$ cat src/design/pngse_pkg.sv
package pngse_pkg;

    localparam int MAX_DIM_DEFAULT      = 16384;
    localparam int BLOCK_BYTES_DEFAULT  = 65535;

    localparam int DIM_W      = 15;
    localparam int PIXEL_W    = 32;
    localparam int BYTE_W     = 8;
    localparam int RAW_W      = 31;
    localparam int CFG_IDX_W  = 2;
    localparam int CFG_DATA_W = 15;

    typedef enum logic [CFG_IDX_W-1:0] {
        CFG_WIDTH  = 2'd0,
        CFG_HEIGHT = 2'd1,
        CFG_SWAP   = 2'd2
    } cfg_index_t;

    typedef enum logic {
        OP_START = 1'b0,
        OP_PIXEL = 1'b1
    } op_t;

    typedef struct packed {
        op_t                op;
        logic [PIXEL_W-1:0] pixel;
    } item_t;

    // Frame settings as the back end sees them; raw is the filtered byte count.
    typedef struct packed {
        logic [DIM_W-1:0] width;
        logic [DIM_W-1:0] height;
        logic             swap;
        logic [RAW_W-1:0] raw;
        logic [RAW_W-1:0] blocks;
        logic [31:0]      idat_len;
    } frame_cfg_t;

endpackage

$ cat src/design/png_stored_deflate_encoder_unit.sv
// Throughput: one output byte per cycle while requests are queued and m_tready is high;
// a start request gives 43 bytes, a pixel 4 to 10 bytes (filter byte and block header included),
// the last pixel 20 more. The byte sequencer in the back end sets the rate;
// a two-entry queue takes requests meanwhile.
// Reset (aresetn low, synchronous) clears the queue, sequencer and output register,
// and sets width 1, height 1, no byte swap.
module png_stored_deflate_encoder_unit
    import pngse_pkg::*;
#(
    parameter int MAX_DIM            = MAX_DIM_DEFAULT,
    parameter int STORED_BLOCK_BYTES = BLOCK_BYTES_DEFAULT
) (
    input  logic                  aclk,
    input  logic                  aresetn,
    input  logic                  s_tvalid,
    output logic                  s_tready,
    input  logic [PIXEL_W-1:0]    s_tdata,   // pixel[31:0]
    input  logic [0:0]            s_tuser,   // opcode[0]
    output logic                  m_tvalid,
    input  logic                  m_tready,
    output logic [BYTE_W-1:0]     m_tdata,   // out_byte[7:0]
    output logic                  m_tlast,
    output logic [0:0]            m_tuser,   // file_end[0]
    input  logic                  cfg_wr_en,
    input  logic [CFG_IDX_W-1:0]  cfg_index,
    input  logic [CFG_DATA_W-1:0] cfg_wdata
);

    logic       item_valid;
    item_t      item;
    logic       item_pop;
    logic       in_frame;
    frame_cfg_t frame_cfg;

    pngse_front u_front (
        .aclk       (aclk),
        .aresetn    (aresetn),
        .s_tvalid   (s_tvalid),
        .s_tready   (s_tready),
        .s_tdata    (s_tdata),
        .s_tuser    (s_tuser),
        .item_valid (item_valid),
        .item       (item),
        .item_pop   (item_pop)
    );

    pngse_cfg #(
        .MAX_DIM            (MAX_DIM),
        .STORED_BLOCK_BYTES (STORED_BLOCK_BYTES)
    ) u_cfg (
        .aclk      (aclk),
        .aresetn   (aresetn),
        .cfg_wr_en (cfg_wr_en),
        .cfg_index (cfg_index),
        .cfg_wdata (cfg_wdata),
        .in_frame  (in_frame),
        .frame_cfg (frame_cfg)
    );

    pngse_back #(
        .MAX_DIM            (MAX_DIM),
        .STORED_BLOCK_BYTES (STORED_BLOCK_BYTES)
    ) u_back (
        .aclk       (aclk),
        .aresetn    (aresetn),
        .item_valid (item_valid),
        .item       (item),
        .item_pop   (item_pop),
        .frame_cfg  (frame_cfg),
        .in_frame   (in_frame),
        .m_tvalid   (m_tvalid),
        .m_tready   (m_tready),
        .m_tdata    (m_tdata),
        .m_tlast    (m_tlast),
        .m_tuser    (m_tuser)
    );

endmodule

$ cat src/design/pngse_front.sv
module pngse_front
    import pngse_pkg::*;
(
    input  logic               aclk,
    input  logic               aresetn,
    input  logic               s_tvalid,
    output logic               s_tready,
    input  logic [PIXEL_W-1:0] s_tdata,
    input  logic [0:0]         s_tuser,
    output logic               item_valid,
    output item_t              item,
    input  logic               item_pop
);

    item_t      entry_reg [2];
    logic       wr_ptr_reg;
    logic       rd_ptr_reg;
    logic [1:0] count_reg;
    logic       push;
    item_t      incoming;

    assign s_tready   = (count_reg != 2'd2);
    assign push       = s_tvalid && s_tready;
    assign item_valid = (count_reg != 2'd0);
    assign item       = entry_reg[rd_ptr_reg];

    always_comb begin
        incoming.op    = s_tuser[0] ? OP_PIXEL : OP_START;
        incoming.pixel = s_tdata;
    end

    always_ff @(posedge aclk) begin
        if (push) begin
            entry_reg[wr_ptr_reg] <= incoming;
        end
        if (!aresetn) begin
            wr_ptr_reg <= 1'b0;
            rd_ptr_reg <= 1'b0;
            count_reg  <= 2'd0;
        end else begin
            if (push) begin
                wr_ptr_reg <= ~wr_ptr_reg;
            end
            if (item_pop) begin
                rd_ptr_reg <= ~rd_ptr_reg;
            end
            count_reg <= count_reg + 2'(push) - 2'(item_pop);
        end
    end

endmodule

$ cat src/design/pngse_cfg.sv
module pngse_cfg
    import pngse_pkg::*;
#(
    parameter int MAX_DIM            = MAX_DIM_DEFAULT,
    parameter int STORED_BLOCK_BYTES = BLOCK_BYTES_DEFAULT
) (
    input  logic                  aclk,
    input  logic                  aresetn,
    input  logic                  cfg_wr_en,
    input  logic [CFG_IDX_W-1:0]  cfg_index,
    input  logic [CFG_DATA_W-1:0] cfg_wdata,
    input  logic                  in_frame,
    output frame_cfg_t            frame_cfg
);

    localparam int SHIFT = RAW_W + $clog2(STORED_BLOCK_BYTES);
    localparam logic [32:0] RECIP = 33'((65'd1 << SHIFT) / STORED_BLOCK_BYTES);
    localparam logic [DIM_W-1:0] DIM_MAX = DIM_W'(MAX_DIM);
    localparam logic [RAW_W-1:0] BLOCK_B = RAW_W'(STORED_BLOCK_BYTES);

    logic [DIM_W-1:0] width_reg;
    logic [DIM_W-1:0] height_reg;
    logic             swap_reg;
    logic [DIM_W-1:0] dim_clamped;

    logic [RAW_W-1:0] raw_reg;
    logic [63:0]      prod_reg;
    logic [RAW_W-1:0] raw_d1_reg;
    logic [RAW_W-1:0] quot_reg;
    logic [RAW_W-1:0] raw_d2_reg;
    logic [RAW_W-1:0] quot_d_reg;
    logic [RAW_W-1:0] qb_reg;
    logic [RAW_W-1:0] raw_d3_reg;
    logic [RAW_W-1:0] blocks_reg;
    logic [RAW_W-1:0] raw_d4_reg;
    logic [31:0]      idat_len_reg;

    logic [RAW_W-1:0] remain;
    logic [RAW_W-1:0] remain_fix;
    logic [RAW_W-1:0] quot_fix;
    logic [16:0]      line_bytes;

    always_comb begin
        if (cfg_wdata == '0) begin
            dim_clamped = DIM_W'(1);
        end else if (cfg_wdata > DIM_MAX) begin
            dim_clamped = DIM_MAX;
        end else begin
            dim_clamped = cfg_wdata;
        end
    end

    always_ff @(posedge aclk) begin
        if (!aresetn) begin
            width_reg  <= DIM_W'(1);
            height_reg <= DIM_W'(1);
            swap_reg   <= 1'b0;
        end else if (cfg_wr_en && !in_frame) begin
            case (cfg_index)
                CFG_WIDTH:  width_reg  <= dim_clamped;
                CFG_HEIGHT: height_reg <= dim_clamped;
                CFG_SWAP:   swap_reg   <= cfg_wdata[0];
                default:    ;
            endcase
        end
    end

    // Block count is the ceiling of raw / block size, by reciprocal multiply
    // and one correction step; the pipeline recomputes it every cycle.
    assign line_bytes = {width_reg, 2'b00} + 17'd1;

    always_comb begin
        remain = raw_d3_reg - qb_reg;
        if (remain >= BLOCK_B) begin
            remain_fix = remain - BLOCK_B;
            quot_fix   = quot_d_reg + RAW_W'(1);
        end else begin
            remain_fix = remain;
            quot_fix   = quot_d_reg;
        end
    end

    always_ff @(posedge aclk) begin
        raw_reg      <= RAW_W'(line_bytes * height_reg);
        prod_reg     <= 64'(raw_reg) * 64'(RECIP);
        raw_d1_reg   <= raw_reg;
        quot_reg     <= RAW_W'(prod_reg >> SHIFT);
        raw_d2_reg   <= raw_d1_reg;
        qb_reg       <= RAW_W'(quot_reg * BLOCK_B);
        quot_d_reg   <= quot_reg;
        raw_d3_reg   <= raw_d2_reg;
        blocks_reg   <= quot_fix + RAW_W'(remain_fix != '0);
        raw_d4_reg   <= raw_d3_reg;
        idat_len_reg <= 32'(raw_d4_reg) + 32'({blocks_reg, 2'b00}) + 32'(blocks_reg) + 32'd6;
    end

    always_comb begin
        frame_cfg.width    = width_reg;
        frame_cfg.height   = height_reg;
        frame_cfg.swap     = swap_reg;
        frame_cfg.raw      = raw_d4_reg;
        frame_cfg.blocks   = blocks_reg;
        frame_cfg.idat_len = idat_len_reg;
    end

endmodule

$ cat src/design/pngse_back.sv
module pngse_back
    import pngse_pkg::*;
#(
    parameter int MAX_DIM            = MAX_DIM_DEFAULT,
    parameter int STORED_BLOCK_BYTES = BLOCK_BYTES_DEFAULT
) (
    input  logic              aclk,
    input  logic              aresetn,
    input  logic              item_valid,
    input  item_t             item,
    output logic              item_pop,
    input  frame_cfg_t        frame_cfg,
    output logic              in_frame,
    output logic              m_tvalid,
    input  logic              m_tready,
    output logic [BYTE_W-1:0] m_tdata,
    output logic              m_tlast,
    output logic [0:0]        m_tuser
);

    localparam int COL_W = (MAX_DIM > 1) ? $clog2(MAX_DIM) : 1;
    localparam logic [RAW_W-1:0] BLOCK_B   = RAW_W'(STORED_BLOCK_BYTES);
    localparam logic [16:0]      ADLER_MOD = 17'd65521;
    localparam logic [63:0]      SIGNATURE = 64'h89504E470D0A1A0A;
    localparam logic [31:0]      TAG_IHDR  = 32'h49484452;
    localparam logic [31:0]      TAG_IDAT  = 32'h49444154;
    localparam logic [31:0]      TAG_IEND  = 32'h49454E44;
    localparam logic [31:0]      CRC_POLY  = 32'hEDB88320;
    localparam logic [5:0] HDR_IHDR_TAG = 6'd12;
    localparam logic [5:0] HDR_IDAT_TAG = 6'd37;
    localparam logic [5:0] HDR_LAST     = 6'd42;
    localparam logic [5:0] FIN_IEND_TAG = 6'd12;
    localparam logic [5:0] FIN_LAST     = 6'd19;
    localparam logic [2:0] LAST_RAW     = 3'd4;
    localparam logic [2:0] LAST_HDR     = 3'd4;

    typedef enum logic [1:0] {
        ST_IDLE,
        ST_HDR,
        ST_PIX,
        ST_FIN
    } state_t;

    state_t             state_reg, state_next;
    logic [5:0]         idx_reg, idx_next;
    logic [2:0]         k_reg, k_next;
    logic [2:0]         h_reg, h_next;
    logic [PIXEL_W-1:0] pix_reg, pix_next;
    logic [31:0]        crc_reg, crc_next;
    logic [15:0]        adler_lo_reg, adler_lo_next;
    logic [15:0]        adler_hi_reg, adler_hi_next;
    logic [15:0]        block_left_reg, block_left_next;
    logic [RAW_W-1:0]   blocks_left_reg, blocks_left_next;
    logic [RAW_W-1:0]   bytes_left_reg, bytes_left_next;
    logic [COL_W-1:0]   col_reg, col_next;
    logic               in_frame_reg, in_frame_next;
    logic               m_tvalid_reg, m_tvalid_next;
    logic [BYTE_W-1:0]  m_tdata_reg, m_tdata_next;
    logic               m_tlast_reg, m_tlast_next;
    logic               m_tuser_reg, m_tuser_next;

    logic              out_free;
    logic              emit;
    logic [BYTE_W-1:0] byte_val;
    logic              feed;
    logic              seed;
    logic              last_item;
    logic              file_last;
    logic [BYTE_W-1:0] raw_b;
    logic [15:0]       blk_len;
    logic [16:0]       lo_sum;
    logic [16:0]       hi_sum;
    logic [15:0]       lo_new;
    logic [RAW_W-1:0]  bytes_after;
    logic [1:0]        sel_off;

    function automatic logic [31:0] crc_byte(input logic [31:0] c_in, input logic [7:0] b);
        logic [31:0] c;
        c = c_in ^ {24'd0, b};
        for (int i = 0; i < 8; i++) begin
            c = (c >> 1) ^ (c[0] ? CRC_POLY : 32'd0);
        end
        return c;
    endfunction

    function automatic logic [7:0] word_byte(input logic [31:0] w, input logic [1:0] sel);
        logic [7:0] r;
        case (sel)
            2'd0:    r = w[31:24];
            2'd1:    r = w[23:16];
            2'd2:    r = w[15:8];
            default: r = w[7:0];
        endcase
        return r;
    endfunction

    assign out_free = !m_tvalid_reg || m_tready;
    assign emit     = (state_reg != ST_IDLE) && out_free;
    assign sel_off  = idx_reg[1:0] - 2'd1;

    // Raw pixel byte for the current position; position zero is the filter byte.
    always_comb begin
        raw_b = '0;
        if (frame_cfg.swap) begin
            case (k_reg)
                3'd1:    raw_b = pix_reg[23:16];
                3'd2:    raw_b = pix_reg[15:8];
                3'd3:    raw_b = pix_reg[7:0];
                3'd4:    raw_b = (pix_reg[31:24] != 8'd0) ? pix_reg[31:24] : 8'hFF;
                default: raw_b = '0;
            endcase
        end else begin
            case (k_reg)
                3'd1:    raw_b = pix_reg[7:0];
                3'd2:    raw_b = pix_reg[15:8];
                3'd3:    raw_b = pix_reg[23:16];
                3'd4:    raw_b = pix_reg[31:24];
                default: raw_b = '0;
            endcase
        end
    end

    assign blk_len     = (bytes_left_reg > BLOCK_B) ? 16'(BLOCK_B) : bytes_left_reg[15:0];
    assign lo_sum      = {1'b0, adler_lo_reg} + {9'd0, raw_b};
    assign lo_new      = (lo_sum >= ADLER_MOD) ? 16'(lo_sum - ADLER_MOD) : lo_sum[15:0];
    assign hi_sum      = {1'b0, adler_hi_reg} + {1'b0, lo_new};
    assign bytes_after = (bytes_left_reg != '0) ? bytes_left_reg - RAW_W'(1) : bytes_left_reg;

    always_comb begin
        state_next       = state_reg;
        idx_next         = idx_reg;
        k_next           = k_reg;
        h_next           = h_reg;
        pix_next         = pix_reg;
        crc_next         = crc_reg;
        adler_lo_next    = adler_lo_reg;
        adler_hi_next    = adler_hi_reg;
        block_left_next  = block_left_reg;
        blocks_left_next = blocks_left_reg;
        bytes_left_next  = bytes_left_reg;
        col_next         = col_reg;
        in_frame_next    = in_frame_reg;
        m_tvalid_next    = m_tvalid_reg && !m_tready;
        m_tdata_next     = m_tdata_reg;
        m_tlast_next     = m_tlast_reg;
        m_tuser_next     = m_tuser_reg;
        byte_val         = '0;
        feed             = 1'b0;
        seed             = 1'b0;
        last_item        = 1'b0;
        file_last        = 1'b0;
        item_pop         = 1'b0;

        case (state_reg)
            ST_HDR: begin
                if (idx_reg inside {[6'd0:6'd7]}) begin
                    byte_val = SIGNATURE[63 - 8*idx_reg[2:0] -: 8];
                end else if (idx_reg inside {[6'd8:6'd11]}) begin
                    byte_val = word_byte(32'd13, idx_reg[1:0]);
                end else if (idx_reg inside {[6'd12:6'd15]}) begin
                    byte_val = word_byte(TAG_IHDR, idx_reg[1:0]);
                    feed     = 1'b1;
                end else if (idx_reg inside {[6'd16:6'd19]}) begin
                    byte_val = word_byte(32'(frame_cfg.width), idx_reg[1:0]);
                    feed     = 1'b1;
                end else if (idx_reg inside {[6'd20:6'd23]}) begin
                    byte_val = word_byte(32'(frame_cfg.height), idx_reg[1:0]);
                    feed     = 1'b1;
                end else if (idx_reg == 6'd24) begin
                    byte_val = 8'd8;
                    feed     = 1'b1;
                end else if (idx_reg == 6'd25) begin
                    byte_val = 8'd6;
                    feed     = 1'b1;
                end else if (idx_reg inside {[6'd26:6'd28]}) begin
                    byte_val = 8'd0;
                    feed     = 1'b1;
                end else if (idx_reg inside {[6'd29:6'd32]}) begin
                    byte_val = word_byte(~crc_reg, sel_off);
                end else if (idx_reg inside {[6'd33:6'd36]}) begin
                    byte_val = word_byte(frame_cfg.idat_len, sel_off);
                end else if (idx_reg inside {[6'd37:6'd40]}) begin
                    byte_val = word_byte(TAG_IDAT, sel_off);
                    feed     = 1'b1;
                end else if (idx_reg == 6'd41) begin
                    byte_val = 8'h78;
                    feed     = 1'b1;
                end else begin
                    byte_val = 8'h01;
                    feed     = 1'b1;
                end
                seed = (idx_reg == HDR_IHDR_TAG) || (idx_reg == HDR_IDAT_TAG);
                if (emit) begin
                    idx_next = idx_reg + 6'd1;
                    if (idx_reg == HDR_LAST) begin
                        last_item        = 1'b1;
                        adler_lo_next    = 16'd1;
                        adler_hi_next    = 16'd0;
                        block_left_next  = '0;
                        blocks_left_next = frame_cfg.blocks;
                        bytes_left_next  = frame_cfg.raw;
                        col_next         = '0;
                        in_frame_next    = 1'b1;
                    end
                end
            end
            ST_PIX: begin
                feed = 1'b1;
                if (block_left_reg == '0) begin
                    // A stored block opens in front of this byte.
                    case (h_reg)
                        3'd0:    byte_val = {7'd0, blocks_left_reg == RAW_W'(1)};
                        3'd1:    byte_val = blk_len[7:0];
                        3'd2:    byte_val = blk_len[15:8];
                        3'd3:    byte_val = ~blk_len[7:0];
                        default: byte_val = ~blk_len[15:8];
                    endcase
                    if (emit) begin
                        h_next = h_reg + 3'd1;
                        if (h_reg == LAST_HDR) begin
                            h_next          = '0;
                            block_left_next = blk_len;
                            if (blocks_left_reg != '0) begin
                                blocks_left_next = blocks_left_reg - RAW_W'(1);
                            end
                        end
                    end
                end else begin
                    byte_val = raw_b;
                    if (emit) begin
                        adler_lo_next   = lo_new;
                        adler_hi_next   = (hi_sum >= ADLER_MOD) ? 16'(hi_sum - ADLER_MOD)
                                                                : hi_sum[15:0];
                        block_left_next = block_left_reg - 16'd1;
                        bytes_left_next = bytes_after;
                        k_next          = k_reg + 3'd1;
                        if (k_reg == LAST_RAW) begin
                            if ((DIM_W'(col_reg) + DIM_W'(1)) >= frame_cfg.width) begin
                                col_next = '0;
                            end else begin
                                col_next = col_reg + COL_W'(1);
                            end
                            if (bytes_after == '0) begin
                                state_next = ST_FIN;
                                idx_next   = '0;
                            end else begin
                                last_item = 1'b1;
                            end
                        end
                    end
                end
            end
            ST_FIN: begin
                if (idx_reg inside {[6'd0:6'd3]}) begin
                    byte_val = word_byte({adler_hi_reg, adler_lo_reg}, idx_reg[1:0]);
                    feed     = 1'b1;
                end else if (idx_reg inside {[6'd4:6'd7], [6'd16:6'd19]}) begin
                    byte_val = word_byte(~crc_reg, idx_reg[1:0]);
                end else if (idx_reg inside {[6'd8:6'd11]}) begin
                    byte_val = 8'd0;
                end else begin
                    byte_val = word_byte(TAG_IEND, idx_reg[1:0]);
                    feed     = 1'b1;
                end
                seed = (idx_reg == FIN_IEND_TAG);
                if (emit) begin
                    idx_next = idx_reg + 6'd1;
                    if (idx_reg == FIN_LAST) begin
                        last_item     = 1'b1;
                        file_last     = 1'b1;
                        in_frame_next = 1'b0;
                    end
                end
            end
            default: ;
        endcase

        if (emit) begin
            m_tvalid_next = 1'b1;
            m_tdata_next  = byte_val;
            m_tlast_next  = last_item;
            m_tuser_next  = file_last;
            if (feed) begin
                crc_next = crc_byte(seed ? 32'hFFFFFFFF : crc_reg, byte_val);
            end
        end

        if (emit && last_item) begin
            state_next = ST_IDLE;
        end

        // The next request is taken in the cycle the current one sends its last byte.
        if ((state_reg == ST_IDLE || (emit && last_item)) && item_valid) begin
            item_pop = 1'b1;
            if (item.op == OP_START) begin
                state_next = ST_HDR;
                idx_next   = '0;
            end else if (in_frame_next) begin
                state_next = ST_PIX;
                pix_next   = item.pixel;
                k_next     = (col_next == '0) ? 3'd0 : 3'd1;
                h_next     = '0;
            end else begin
                state_next = ST_IDLE;
            end
        end
    end

    always_ff @(posedge aclk) begin
        pix_reg     <= pix_next;
        m_tdata_reg <= m_tdata_next;
        m_tlast_reg <= m_tlast_next;
        m_tuser_reg <= m_tuser_next;
        if (!aresetn) begin
            state_reg       <= ST_IDLE;
            idx_reg         <= '0;
            k_reg           <= '0;
            h_reg           <= '0;
            crc_reg         <= 32'hFFFFFFFF;
            adler_lo_reg    <= 16'd1;
            adler_hi_reg    <= 16'd0;
            block_left_reg  <= '0;
            blocks_left_reg <= '0;
            bytes_left_reg  <= '0;
            col_reg         <= '0;
            in_frame_reg    <= 1'b0;
            m_tvalid_reg    <= 1'b0;
        end else begin
            state_reg       <= state_next;
            idx_reg         <= idx_next;
            k_reg           <= k_next;
            h_reg           <= h_next;
            crc_reg         <= crc_next;
            adler_lo_reg    <= adler_lo_next;
            adler_hi_reg    <= adler_hi_next;
            block_left_reg  <= block_left_next;
            blocks_left_reg <= blocks_left_next;
            bytes_left_reg  <= bytes_left_next;
            col_reg         <= col_next;
            in_frame_reg    <= in_frame_next;
            m_tvalid_reg    <= m_tvalid_next;
        end
    end

    assign in_frame = in_frame_reg;
    assign m_tvalid = m_tvalid_reg;
    assign m_tdata  = m_tdata_reg;
    assign m_tlast  = m_tlast_reg;
    assign m_tuser  = m_tuser_reg;

endmodule

$ cat config.mk
export PLATFORM = sky130hd
export DESIGN_NAME = png_stored_deflate_encoder_unit
export DESIGN_NICKNAME = d
export VERILOG_FILES = /design/src/design/pngse_pkg.sv /design/src/design/png_stored_deflate_encoder_unit.sv /design/src/design/pngse_front.sv /design/src/design/pngse_cfg.sv /design/src/design/pngse_back.sv
export SDC_FILE = /design/constraint.sdc
export NUM_CORES = 2
export LEC_CHECK = 0
export BUFFER_PORTS_ARGS = -buffer_cell sky130_fd_sc_hd__buf_2
export CORE_MARGIN = 2
export CORE_UTILIZATION = 55
export DETAILED_ROUTE_END_ITERATION = 12
export GPL_TIMING_DRIVEN = 0
export MAX_ROUTING_LAYER = met4
export PLACE_DENSITY = 0.71
export SLEW_MARGIN = 25
export SYNTH_ARGS = -nofsm -noshare
export SYNTH_HDL_FRONTEND = slang
export SYNTH_SLANG_ARGS = --single-unit
$ cat constraint.sdc
create_clock -name aclk -period 10.1 [get_ports aclk]
set_input_delay 2.02 -clock aclk [delete_from_list [all_inputs] [get_ports aclk]]
set_output_delay 2.02 -clock aclk [all_outputs]
set_load 0.005 [all_outputs]
==> impl_results.md <==
* Run status: finished clean
* Max VDD drop at 0.133 mV
* TritonCTS clock tree: built
* Post-synth EDFFs at 108
* DIE WIDTH at 289 microns
* Min cycle time layout at 9420 ps
* Seq. cell area at 13100 sq um
* Synth Net Count at 5621
* IO Pins at 67
* Clock Tree Buf Depth at 3
* Layout area overhead at 9.48%
* Chip height at 289 microns
* Die area at 83300 sq um
* Slowest cell on crit path: nor4_4
* CP required at 10590 ps
* H-tree depth at 3
* Async SR Flop Fraction at 0
* Area of the multi-input gates at 28800 sq um
* HP Class: reg2reg
* Final setup TNS at 0 ps
* Reg2reg path depth at 41
* Number of max-cap violations at 0
* Slowest stage delay, CP at 380 ps
* Most frequent cells in the layout: dfxtp_1, nand2_1, inv_1, ha_1, fa_1
* Most used cell, CP: a21oi_1
* # fillers at 6895
* Worst-path fanout max at 10
* Commonest non-fill, non-tap cell in the layout: dfxtp_1
* Clock-pin slew on the worst setup and hold paths at 60 ps
* # nets final at 5758
* Critical path type: reg2reg
* Vias in the first global route at 35700
* PD cells at 158 nW/um^2
* Fmax at 106 MHz
* Crit share post-route at 0.933
* Critical path launch point type: flip-flop
* Final Max Slew Viols at 0
* Worst clock skew at 55.7 ps
* Final ANT Viol Nets at 0
* I/O Buffers at 66
* Crit path depth at 41
* Seq/Total Area, Yosys at 0.294
* Final Instance Area at 48700 sq um
* Layout cells sized above 1 at 0.0720
* Clock Latency Late Sink at 630 ps
* Row cnt at 104
* CTS Sinks at 599
* Vias at 36600
* Synthesized area at 44500 sq um
* WHS Path Cells at 0
* Cells after synthesis at 4863
* First-pass GRT wire length at 202 mm
* Drt pass-1 iters at 7
* WL final at 129 mm
* Cts bufs inserted at 66
* GP Congestion at 1.00
* Most used DFF post-synth: dfxtp_1
* Syn_area_per_cell at 9.16 sq um
* Largest net degree at the start of global routing at 21
* Drt wl/cell at 21.1 microns
* Final Hold Fails at 0
* Largest delay share family, worst path: compound AO/OA/AOI/OAI gates
* Root buffer cell: clkbuf_16
* Seq cells post-synth at 599
* Largest register FFs at 66
* Initial antenna violation count at 2
* WP data arrival at 9910 ps
* Worst-Margin Slew at 1020 ps
* Max-slew headroom at 0.315
* Synth warn at 0
* Final setup violation count at 0
* Initial detailed-routing violation count at 3399
* Grt ovf at 0
* Cell Area, Placed at 46300 sq um
* Routed vias/inst at 5.99
* Synth cell types at 113
* Worst path buffer plus inverter count at 6
* # Post-CTS Setup Buffers at 0
* HPWL after DPL at 100 mm
* Drt drc at 0
* Total GRT Usage at 0.322
* CP endpoint kind: flip-flop
* Core area at 80300 sq um
* Starting Density at 0.555
* P_leak at 21.8 nW
## layout make-up
type	count	share of cell area
diodes	2	0.000103
plain buffers	221	0.0181
clock buffers	80	0.0363
clock inverters	41	0.0131
inverters	482	0.0371
multi-input cells	3561	0.591
flip-flops and latches	599	0.268
well taps	1060	0.0272
repair buffers	69	0.00847
## timing repair
action / CTS / global route
endpoints found under the setup margin: 0 / 15
hold buffers: 0 / 0
gates resized for setup: 0 / 11
## worst reg2reg max path: cells and delay by family (launching register included)
kind	cells	cell delay, ps
flip-flops	1	370
adder cells (fa/ha/maj)	3	780
AO/OA/AOI/OAI	25	5290
buffers and inverters	6	1070
AND/OR/NAND/NOR	5	1240
XOR/XNOR	2	500
## layer usage
layer / vias to the layer above / routed length (microns) / track usage
li1: 17100 / - / -
met1: 17800 / 54300 / 0.414
met2: 1489 / 59100 / 0.504
met3: 330 / 9840 / 0.0556
met4: 0 / 5700 / 0.129
met5: - / 0 / -
## synthesized netlist by cell type (56+ instances only)
cell type	n	area, sq um
o211ai_1	57	428
inv_1	478	1790
and2_1	124	776
xor2_1	94	823
o21ai_0	204	1020
and3_1	56	350
nor3_1	105	526
fa_1	323	6470
dfxtp_1	491	9830
edfxtp_1	108	3240
a21oi_1	279	1400
nand2_1	483	1810
clkbuf_1	179	672
xnor2_1	187	1640
ha_1	380	4750
nor2_1	309	1160
nand3_1	93	465
## path summary, 6_finish.rpt
kind,startpoint,to,slack (ps)
worst max-delay path,u_back.k_reg[1]$_SDFF_PN0_,u_back.adler_hi_reg[14]$_SDFFE_PN0P_,680
worst min-delay path,u_cfg.raw_d1_reg[2]$_DFF_P_,u_cfg.raw_d2_reg[2]$_DFF_P_,320
worst max register to register,u_back.k_reg[1]$_SDFF_PN0_,u_back.adler_hi_reg[14]$_SDFFE_PN0P_,680
worst min register to register,u_cfg.raw_d1_reg[2]$_DFF_P_,u_cfg.raw_d2_reg[2]$_DFF_P_,320
## logic make-up after synthesis
family          count (synthesis)  share of synthesized area
simple gates                 1470                      0.162
other cells                     1                  0.0000842
fa+ha+maj                     703                      0.252
buf+inv                       703                     0.0603
xor+xnor                      296                     0.0622
mux                            65                     0.0164
compound gates               1026                      0.154
flops                         599                      0.294
## per-stage QoR
stage	utilization	hold slack (ps)	worst slack, ps	instances	total power [mW]
2_1_floorplan	-	310	2020	4863	4.39
3_3_place_gp	0.575	311	498	5989	5.01
3_5_place_dp	0.577	312	345	5992	5.05
4_1_cts	0.607	320	291	6113	7.69
5_1_grt	0.607	322	-8.87	6114	8.07
6_report	0.607	320	680	6115	7.71
## power by group
group | switching [mW] | leakage (nW) | internal (mW)
clock | 1.08 | 1.16 | 1.56
sequential | 0.109 | 4.98 | 2.62
combinational | 1.52 | 15.6 | 0.816
Power figures use the tool's default switching activity.
